===== config.mk =====
export PLATFORM = sky130hd
export DESIGN_NAME = sha256_block_compression
export DESIGN_NICKNAME = d
export VERILOG_FILES = /design/src/rtl/core/sha256c_pkg.sv /design/src/rtl/core/sha256c_ctrl.sv /design/src/rtl/core/sha256c_dp.sv /design/src/rtl/core/sha256_block_compression.sv
export SDC_FILE = /design/constraint.sdc
export NUM_CORES = 2
export LEC_CHECK = 0
export ABC_AREA = 0
export BUFFER_PORTS_ARGS = -buffer_cell sky130_fd_sc_hd__buf_2
export CAP_MARGIN = 20
export CORE_MARGIN = 4
export CORE_UTILIZATION = 45
export DETAILED_ROUTE_END_ITERATION = 10
export PLACE_DENSITY = 0.69
export SYNTH_ARGS = -nofsm -noshare
export SYNTH_HDL_FRONTEND = slang
export SYNTH_SLANG_ARGS = --single-unit

===== constraint.sdc =====
create_clock -name clk -period 21.1 [get_ports clk]
set_input_delay 0 -clock clk [delete_from_list [all_inputs] [get_ports clk]]
set_output_delay 0 -clock clk [all_outputs]
set_load 0.01 [all_outputs]

===== src/rtl/core/sha256c_pkg.sv =====
// shared types, constants and round functions for the sha-256 compression block
package sha256c_pkg;

  localparam int WordW    = 32;
  localparam int Rounds   = 64;
  localparam int BlkWords = 16;
  localparam int HashWords = 8;

  localparam logic [WordW-1:0] INIT_HASH [HashWords] = '{
    32'h6a09e667, 32'hbb67ae85, 32'h3c6ef372, 32'ha54ff53a,
    32'h510e527f, 32'h9b05688c, 32'h1f83d9ab, 32'h5be0cd19
  };

  localparam logic [WordW-1:0] ROUND_K [Rounds] = '{
    32'h428a2f98, 32'h71374491, 32'hb5c0fbcf, 32'he9b5dba5,
    32'h3956c25b, 32'h59f111f1, 32'h923f82a4, 32'hab1c5ed5,
    32'hd807aa98, 32'h12835b01, 32'h243185be, 32'h550c7dc3,
    32'h72be5d74, 32'h80deb1fe, 32'h9bdc06a7, 32'hc19bf174,
    32'he49b69c1, 32'hefbe4786, 32'h0fc19dc6, 32'h240ca1cc,
    32'h2de92c6f, 32'h4a7484aa, 32'h5cb0a9dc, 32'h76f988da,
    32'h983e5152, 32'ha831c66d, 32'hb00327c8, 32'hbf597fc7,
    32'hc6e00bf3, 32'hd5a79147, 32'h06ca6351, 32'h14292967,
    32'h27b70a85, 32'h2e1b2138, 32'h4d2c6dfc, 32'h53380d13,
    32'h650a7354, 32'h766a0abb, 32'h81c2c92e, 32'h92722c85,
    32'ha2bfe8a1, 32'ha81a664b, 32'hc24b8b70, 32'hc76c51a3,
    32'hd192e819, 32'hd6990624, 32'hf40e3585, 32'h106aa070,
    32'h19a4c116, 32'h1e376c08, 32'h2748774c, 32'h34b0bcb5,
    32'h391c0cb3, 32'h4ed8aa4a, 32'h5b9cca4f, 32'h682e6ff3,
    32'h748f82ee, 32'h78a5636f, 32'h84c87814, 32'h8cc70208,
    32'h90befffa, 32'ha4506ceb, 32'hbef9a3f7, 32'hc67178f2
  };

  typedef enum logic [1:0] {
    ST_LOAD,
    ST_ROUND,
    ST_UPDATE,
    ST_EMIT
  } sha256c_state_t;

  typedef struct packed {
    logic       shift_in;   // push message word into the schedule window
    logic       start;      // load working vars from the chaining value
    logic       init_hash;  // restart from the initial hash value
    logic       round;      // run one compression round
    logic       update;     // add working vars into the chaining value
    logic       emit;       // load one digest word into the output register
    logic [5:0] round_idx;
    logic [2:0] emit_idx;
  } sha256c_cmd_t;

  typedef struct packed {
    logic out_free;
  } sha256c_stat_t;

  function automatic logic [WordW-1:0] rotr(input logic [WordW-1:0] x, input int n);
    return (x >> n) | (x << (WordW - n));
  endfunction

  function automatic logic [WordW-1:0] big_sig0(input logic [WordW-1:0] x);
    return rotr(x, 2) ^ rotr(x, 13) ^ rotr(x, 22);
  endfunction

  function automatic logic [WordW-1:0] big_sig1(input logic [WordW-1:0] x);
    return rotr(x, 6) ^ rotr(x, 11) ^ rotr(x, 25);
  endfunction

  function automatic logic [WordW-1:0] small_sig0(input logic [WordW-1:0] x);
    return rotr(x, 7) ^ rotr(x, 18) ^ (x >> 3);
  endfunction

  function automatic logic [WordW-1:0] small_sig1(input logic [WordW-1:0] x);
    return rotr(x, 17) ^ rotr(x, 19) ^ (x >> 10);
  endfunction

endpackage


===== src/rtl/core/sha256c_ctrl.sv =====
// controller state machine: word counting, round sequencing and digest output
module sha256c_ctrl
  import sha256c_pkg::*;
(
  input  logic          clk,
  input  logic          rst,
  input  logic          in_valid,
  output logic          in_ready,
  input  logic          in_first,
  input  logic          in_final,
  input  sha256c_stat_t stat,
  output sha256c_cmd_t  cmd
);

  sha256c_state_t state, state_next;
  logic [3:0] word_cnt;
  logic [5:0] round_cnt;
  logic [2:0] emit_cnt;
  logic       final_blk;
  logic       in_xfer;

  assign in_ready = (state == ST_LOAD);
  assign in_xfer  = in_valid && in_ready;

  always_comb begin
    state_next = state;
    case (state)
      ST_LOAD: begin
        if (in_xfer && word_cnt == 4'(BlkWords - 1)) state_next = ST_ROUND;
      end
      ST_ROUND: begin
        if (round_cnt == 6'(Rounds - 1)) state_next = ST_UPDATE;
      end
      ST_UPDATE: begin
        state_next = final_blk ? ST_EMIT : ST_LOAD;
      end
      ST_EMIT: begin
        if (stat.out_free && emit_cnt == 3'(HashWords - 1)) state_next = ST_LOAD;
      end
      default: state_next = ST_LOAD;
    endcase
  end

  always_comb begin
    cmd = '0;
    cmd.round_idx = round_cnt;
    cmd.emit_idx  = emit_cnt;
    case (state)
      ST_LOAD: begin
        cmd.shift_in = in_xfer;
        if (in_xfer && word_cnt == 4'(BlkWords - 1)) begin
          cmd.start     = 1'b1;
          cmd.init_hash = in_first;
        end
      end
      ST_ROUND:  cmd.round  = 1'b1;
      ST_UPDATE: cmd.update = 1'b1;
      ST_EMIT:   cmd.emit   = stat.out_free;
      default:   cmd = '0;
    endcase
  end

  always_ff @(posedge clk) begin
    if (rst) begin
      state     <= ST_LOAD;
      word_cnt  <= '0;
      round_cnt <= '0;
      emit_cnt  <= '0;
      final_blk <= 1'b0;
    end else begin
      state <= state_next;
      if (cmd.shift_in) word_cnt <= word_cnt + 4'd1;
      if (cmd.start) begin
        final_blk <= in_final;
        round_cnt <= '0;
      end else if (cmd.round) begin
        round_cnt <= round_cnt + 6'd1;
      end
      if (cmd.update) emit_cnt <= '0;
      else if (cmd.emit) emit_cnt <= emit_cnt + 3'd1;
    end
  end

endmodule


===== src/rtl/core/sha256c_dp.sv =====
// datapath: schedule window, working variables, chaining value and output register
module sha256c_dp
  import sha256c_pkg::*;
(
  input  logic               clk,
  input  logic               rst,
  input  sha256c_cmd_t       cmd,
  output sha256c_stat_t      stat,
  input  logic [WordW-1:0]   in_word,
  output logic               out_valid,
  input  logic               out_ready,
  output logic [WordW-1:0]   out_word,
  output logic [2:0]         out_idx,
  output logic               out_last
);

  logic [WordW-1:0] win [BlkWords];
  logic [WordW-1:0] v [HashWords];
  logic [WordW-1:0] h [HashWords];
  logic [WordW-1:0] w_new, t1, t2, ch, maj;

  assign stat.out_free = !out_valid || out_ready;

  // next schedule word from the rolling window, win[0] is the current round's word
  assign w_new = small_sig1(win[14]) + win[9] + small_sig0(win[1]) + win[0];

  assign ch  = (v[4] & v[5]) ^ (~v[4] & v[6]);
  assign maj = (v[0] & v[1]) ^ (v[0] & v[2]) ^ (v[1] & v[2]);
  assign t1  = v[7] + big_sig1(v[4]) + ch + ROUND_K[cmd.round_idx] + win[0];
  assign t2  = big_sig0(v[0]) + maj;

  always_ff @(posedge clk) begin
    if (cmd.shift_in || cmd.round) begin
      for (int i = 0; i < BlkWords - 1; i++) win[i] <= win[i+1];
      win[BlkWords-1] <= cmd.shift_in ? in_word : w_new;
    end
  end

  always_ff @(posedge clk) begin
    if (cmd.start) begin
      for (int i = 0; i < HashWords; i++) v[i] <= cmd.init_hash ? INIT_HASH[i] : h[i];
    end else if (cmd.round) begin
      v[7] <= v[6];
      v[6] <= v[5];
      v[5] <= v[4];
      v[4] <= v[3] + t1;
      v[3] <= v[2];
      v[2] <= v[1];
      v[1] <= v[0];
      v[0] <= t1 + t2;
    end
  end

  always_ff @(posedge clk) begin
    if (rst) begin
      for (int i = 0; i < HashWords; i++) h[i] <= INIT_HASH[i];
    end else if (cmd.start && cmd.init_hash) begin
      for (int i = 0; i < HashWords; i++) h[i] <= INIT_HASH[i];
    end else if (cmd.update) begin
      for (int i = 0; i < HashWords; i++) h[i] <= h[i] + v[i];
    end
  end

  always_ff @(posedge clk) begin
    if (rst) begin
      out_valid <= 1'b0;
    end else if (cmd.emit) begin
      out_valid <= 1'b1;
    end else if (out_ready) begin
      out_valid <= 1'b0;
    end
  end

  always_ff @(posedge clk) begin
    if (cmd.emit) begin
      out_word <= h[cmd.emit_idx];
      out_idx  <= cmd.emit_idx;
      out_last <= (cmd.emit_idx == 3'(HashWords - 1));
    end
  end

endmodule


===== src/rtl/core/sha256_block_compression.sv =====
// top level of the sha-256 block compression engine
// Takes a message that is already padded, as big-endian 32-bit words, sixteen
// transfers per 512-bit block; the first_block and final_block flags are only
// looked at on the sixteenth word of a block. A block with first_block set
// restarts from the standard initial hash value, otherwise it chains from the
// previous block. After a final block the eight digest words come out, H0
// first, with tlast on the eighth. A block costs 16 input transfers, then 64
// rounds (one round per cycle through the round adder chain, with the
// schedule expanded alongside in a 16-word shift window) and an update step
// that folds the result into the chaining value. Input is only taken while
// words of a block are being collected.

module sha256_block_compression
  import sha256c_pkg::*;
(
  input  logic        clk,
  input  logic        rst,
  // input stream
  input  logic        s_tvalid,
  output logic        s_tready,
  input  logic [31:0] s_tdata,   // [31:0] message_word
  input  logic [1:0]  s_tuser,   // [0] first_block, [1] final_block
  // digest stream
  output logic        m_tvalid,
  input  logic        m_tready,
  output logic [31:0] m_tdata,   // [31:0] digest_word
  output logic [2:0]  m_tuser,   // [2:0] digest_index
  output logic        m_tlast    // digest_last
);

  sha256c_cmd_t  cmd;
  sha256c_stat_t stat;

  // sequencing of load, rounds, update and digest output
  sha256c_ctrl u_ctrl (
    .clk      (clk),
    .rst      (rst),
    .in_valid (s_tvalid),
    .in_ready (s_tready),
    .in_first (s_tuser[0]),
    .in_final (s_tuser[1]),
    .stat     (stat),
    .cmd      (cmd)
  );

  // hashing state and the registered output stage
  sha256c_dp u_dp (
    .clk       (clk),
    .rst       (rst),
    .cmd       (cmd),
    .stat      (stat),
    .in_word   (s_tdata),
    .out_valid (m_tvalid),
    .out_ready (m_tready),
    .out_word  (m_tdata),
    .out_idx   (m_tuser),
    .out_last  (m_tlast)
  );

endmodule

==> impl_metrics.yaml <==
power_and_ir_drop:
  power.switching_mw: 2.31
  power_leakage_nw: 28.0
  clockPowerShare: 0.298
  pwr-share-seq: 0.383
  p_total_mw: 6.92
  combPwrFrac: 0.319
  p_per_area_mw_per_mm2: 93.4
  ir_worst_vdd_v: 0.000127
  p_int_mw: 4.61
  swShare: 0.334
place:
  io_buffers: 75
  placed_cell_area_mm2: 0.0695
  post-place-cells: 7885
  gp_congestion: 0.979
  hpwl_mm: 154
  dp_slack_ps: 11110
global_route:
  grt_max_degree: 192
  antenna_found_initial: 4
  grt_overflow: 0
  first_global_vias: 48700
  grt_pass1_wl_mm: 312
  grtUsageTotal: 0.265
critical_path:
  crit_top_cell: "fa_1"
  cp.arrival_ps: 10610
  startpoint_type: "register"
  endpoint_kind: "register"
  regToRegSetupSlack_ps: 10950
  critical_path.max_fanout: 32
  reg2reg_depth: 38
  cp-startpoint: "u_ctrl.round_cnt[0]"
  r2r-start: "u_ctrl.round_cnt[0]"
  critPathRequiredTime_ps: 21560
  path_class: "register to register"
  cpPeakStageDelay_ps: 610
  slowest_stage: "ha_1"
  timing.rr.end: "u_dp.v[0][29]"
hold_path:
  whs_path_depth: 4
  holdPathEnd: "u_dp.win[15][6]"
  min-delay-start: "s_tdata[6]"
  hold_path.class: "primary input to register"
yosys:
  synthCells: 6103
  syn-num-nets: 6732
  ys_types: 94
  seq_area_frac_synth: 0.474
  ys_warn_count: 0
  synth_area_per_cell_um2: 11.0
  synth_top_flop_cell: "edfxtp_1"
  syn-cell-area_mm2: 0.0672
  netlist_top_cells_area: "edfxtp_1 (46%), ha_1 (7.4%), fa_1 (5.8%)"
  synth_edf_count: 1028
  ys_ff_latch: 1077
  yosysTopAreaCell: "edfxtp_1"
  synth_top_area_frac: 0.460
  postSynth.asyncResetShare: 0
finish:
  area_growth_pct: 10.3
  finalNonFillerCells: 8181
  drive_above_1_share: 0.0837
  multi_input_area_mm2: 0.0333
  seqCellArea_mm2: 0.0319
  final_nets: 6785
  diodes: 0
  fillerInstances: 12900
  utilization: 0.501
  fin_area_mm2: 0.0741
clock_network:
  cts_setup_buffers: 0
  cts_tree: "yes"
  cts_made_buffers: 118
  htreeDepth: 3
  root_buffer: "clkbuf_16"
  cts_buffer_depth: 3
  clk_pin_slew_ps: 70
  clkSinkCount: 1077
  clock_latency_ps: 820
floorplanning:
  coreArea_mm2: 0.148
  die_height_um: 394
  start_util: 0.454
  rows: 141
  num_io_pins: 76
  die_width_um: 394
  die_area_mm2: 0.156
timing:
  rsz0062_at_grt: "no"
  setup_ws_ps: 10950
  tns_ps: 0
  worst_pin_slew_ps: 1050
  post-route-min-period_ps: 10150
  whs_ps: 97.5
  setup_viol: 0
  finalMaxSlewViolations: 0
  finalHoldViolCount: 0
  fmax_mhz: 98.5
  slew_headroom: 0.300
  fin_crit_sh: 0.481
  clock_skew_ps: 108
detailed_routing:
  first_iter_violations: 5084
  routedWlPerCell_um: 25.6
  vias: 49700
  drc: 0
  firstDrtPassIters: 5
  drt_wl_total_mm: 210
  drtAntennaViolNets: 0
  viasPerCell: 6.07
status:
  status: "finished clean"
flow_run:
  maxCapViolCount: 0
==> routing by layer <==
layer | part of all wire | GRT usage | wire (um)
met4 | 0.051 | 0.118 | 10700
met3 | 0.072 | 0.0383 | 15100
met5 | 0.000057 | 0 | 12
met1 | 0.40 | 0.348 | 84600
met2 | 0.47 | 0.437 | 99200
==> cells by family after synthesis <==
group / count (synthesis) / share of synthesized area
flip-flops: 1077 / 0.474
multiplexers: 145 / 0.0357
XOR/XNOR: 554 / 0.0726
adder cells (fa/ha/maj): 615 / 0.135
buffers and inverters: 543 / 0.0310
AND/OR/NAND/NOR: 1603 / 0.106
AO/OA/AOI/OAI: 1566 / 0.145
==> critical path, delay by kind of cell, from the launching register on <==
kind                       cells  cell delay (ps)
AOI/OAI and AO/OA             14             2910
xor gates and xnor gates       2              530
adders and majority gates      8             3400
buffers and inverters          6             1230
DFF                            1              320
and+or+nand+nor                8             1430
==> cell usage in the layout (no fill, tap or decap), types with 48 or more instances in the layout <==
cell type and instances:
a211oi_1 48, a21o_1 184, a21oi_1 502, buf_2 75
buf_4 69, clkbuf_16 118, dlygate4sd3_1 81, edfxtp_1 1028
fa_1 195, ha_1 396, inv_1 246, mux2_2 56
mux4_2 70, nand2_1 560, nand2b_1 66, nand3_1 88
nor2_1 523, nor2b_1 54, nor3_1 116, o21a_1 62
o21ai_0 410, xnor2_1 381, xor2_1 171
==> worst max path at each step <==
stage                     endpoint  cells past startpoint
detailed placement   u_dp.v[0][29]                     38
global route         u_dp.v[0][29]                     38
floorplan           u_dp.win[0][0]                      6
CTS                  u_dp.v[0][29]                     38
finish               u_dp.v[0][29]                     38
global placement     u_dp.v[0][29]                     38
==> sequential cells by signal, indices dropped and copies added, names as in the netlist, 3 cells and up <==
register,count
u_dp.out_idx,3
u_dp.win,512
u_dp.v,256
u_dp.out_word,32
u_ctrl.emit_cnt,3
u_ctrl.round_cnt,6
u_ctrl.word_cnt,4
u_dp.h,256
==> Yosys cell counts (all sizes together), types with 42 or more instances <==
master / n
a211oi: 50
a21o: 185
a21oi: 502
a31oi: 46
buf: 42
clkbuf: 251
dfxtp: 49
edfxtp: 1028
fa: 195
ha: 396
inv: 248
mux2: 56
mux4: 70
nand2: 563
nand2b: 68
nand3: 88
nor2: 526
nor2b: 57
nor3: 117
o21a: 62
o21ai: 433
xnor2: 381
xor2: 171
==> power by group through the flow <==
stage	sequential, mW	clock (mW)	combinational, mW
final	2.65	2.06	2.21
after global routing	2.66	2.19	2.43
after CTS	2.65	2.09	2.16
after detailed placement	2.70	0	2.07
after global placement	2.69	0	2.04
after floorplan	2.66	0	1.55
==> final cells by class <==
| cell class | count | share of cell area |
|---|---|---|
| Clock inverter | 78 | 0.0108 |
| Timing Repair Buffer | 226 | 0.0233 |
| Sequential cell | 1077 | 0.430 |
| Multi-Input combinational cell | 4483 | 0.449 |
| Inverter | 250 | 0.0128 |
| Clock buffer | 137 | 0.0411 |
| Tap cell | 1930 | 0.0326 |
==> repair_timing <==
item / in CTS / in global routing
gates resized for setup: 0 / 0
hold buffers: 81 / 0
endpoints found under the hold margin: 96 / 0
No activity file was read; power rests on OpenSTA's default activity.
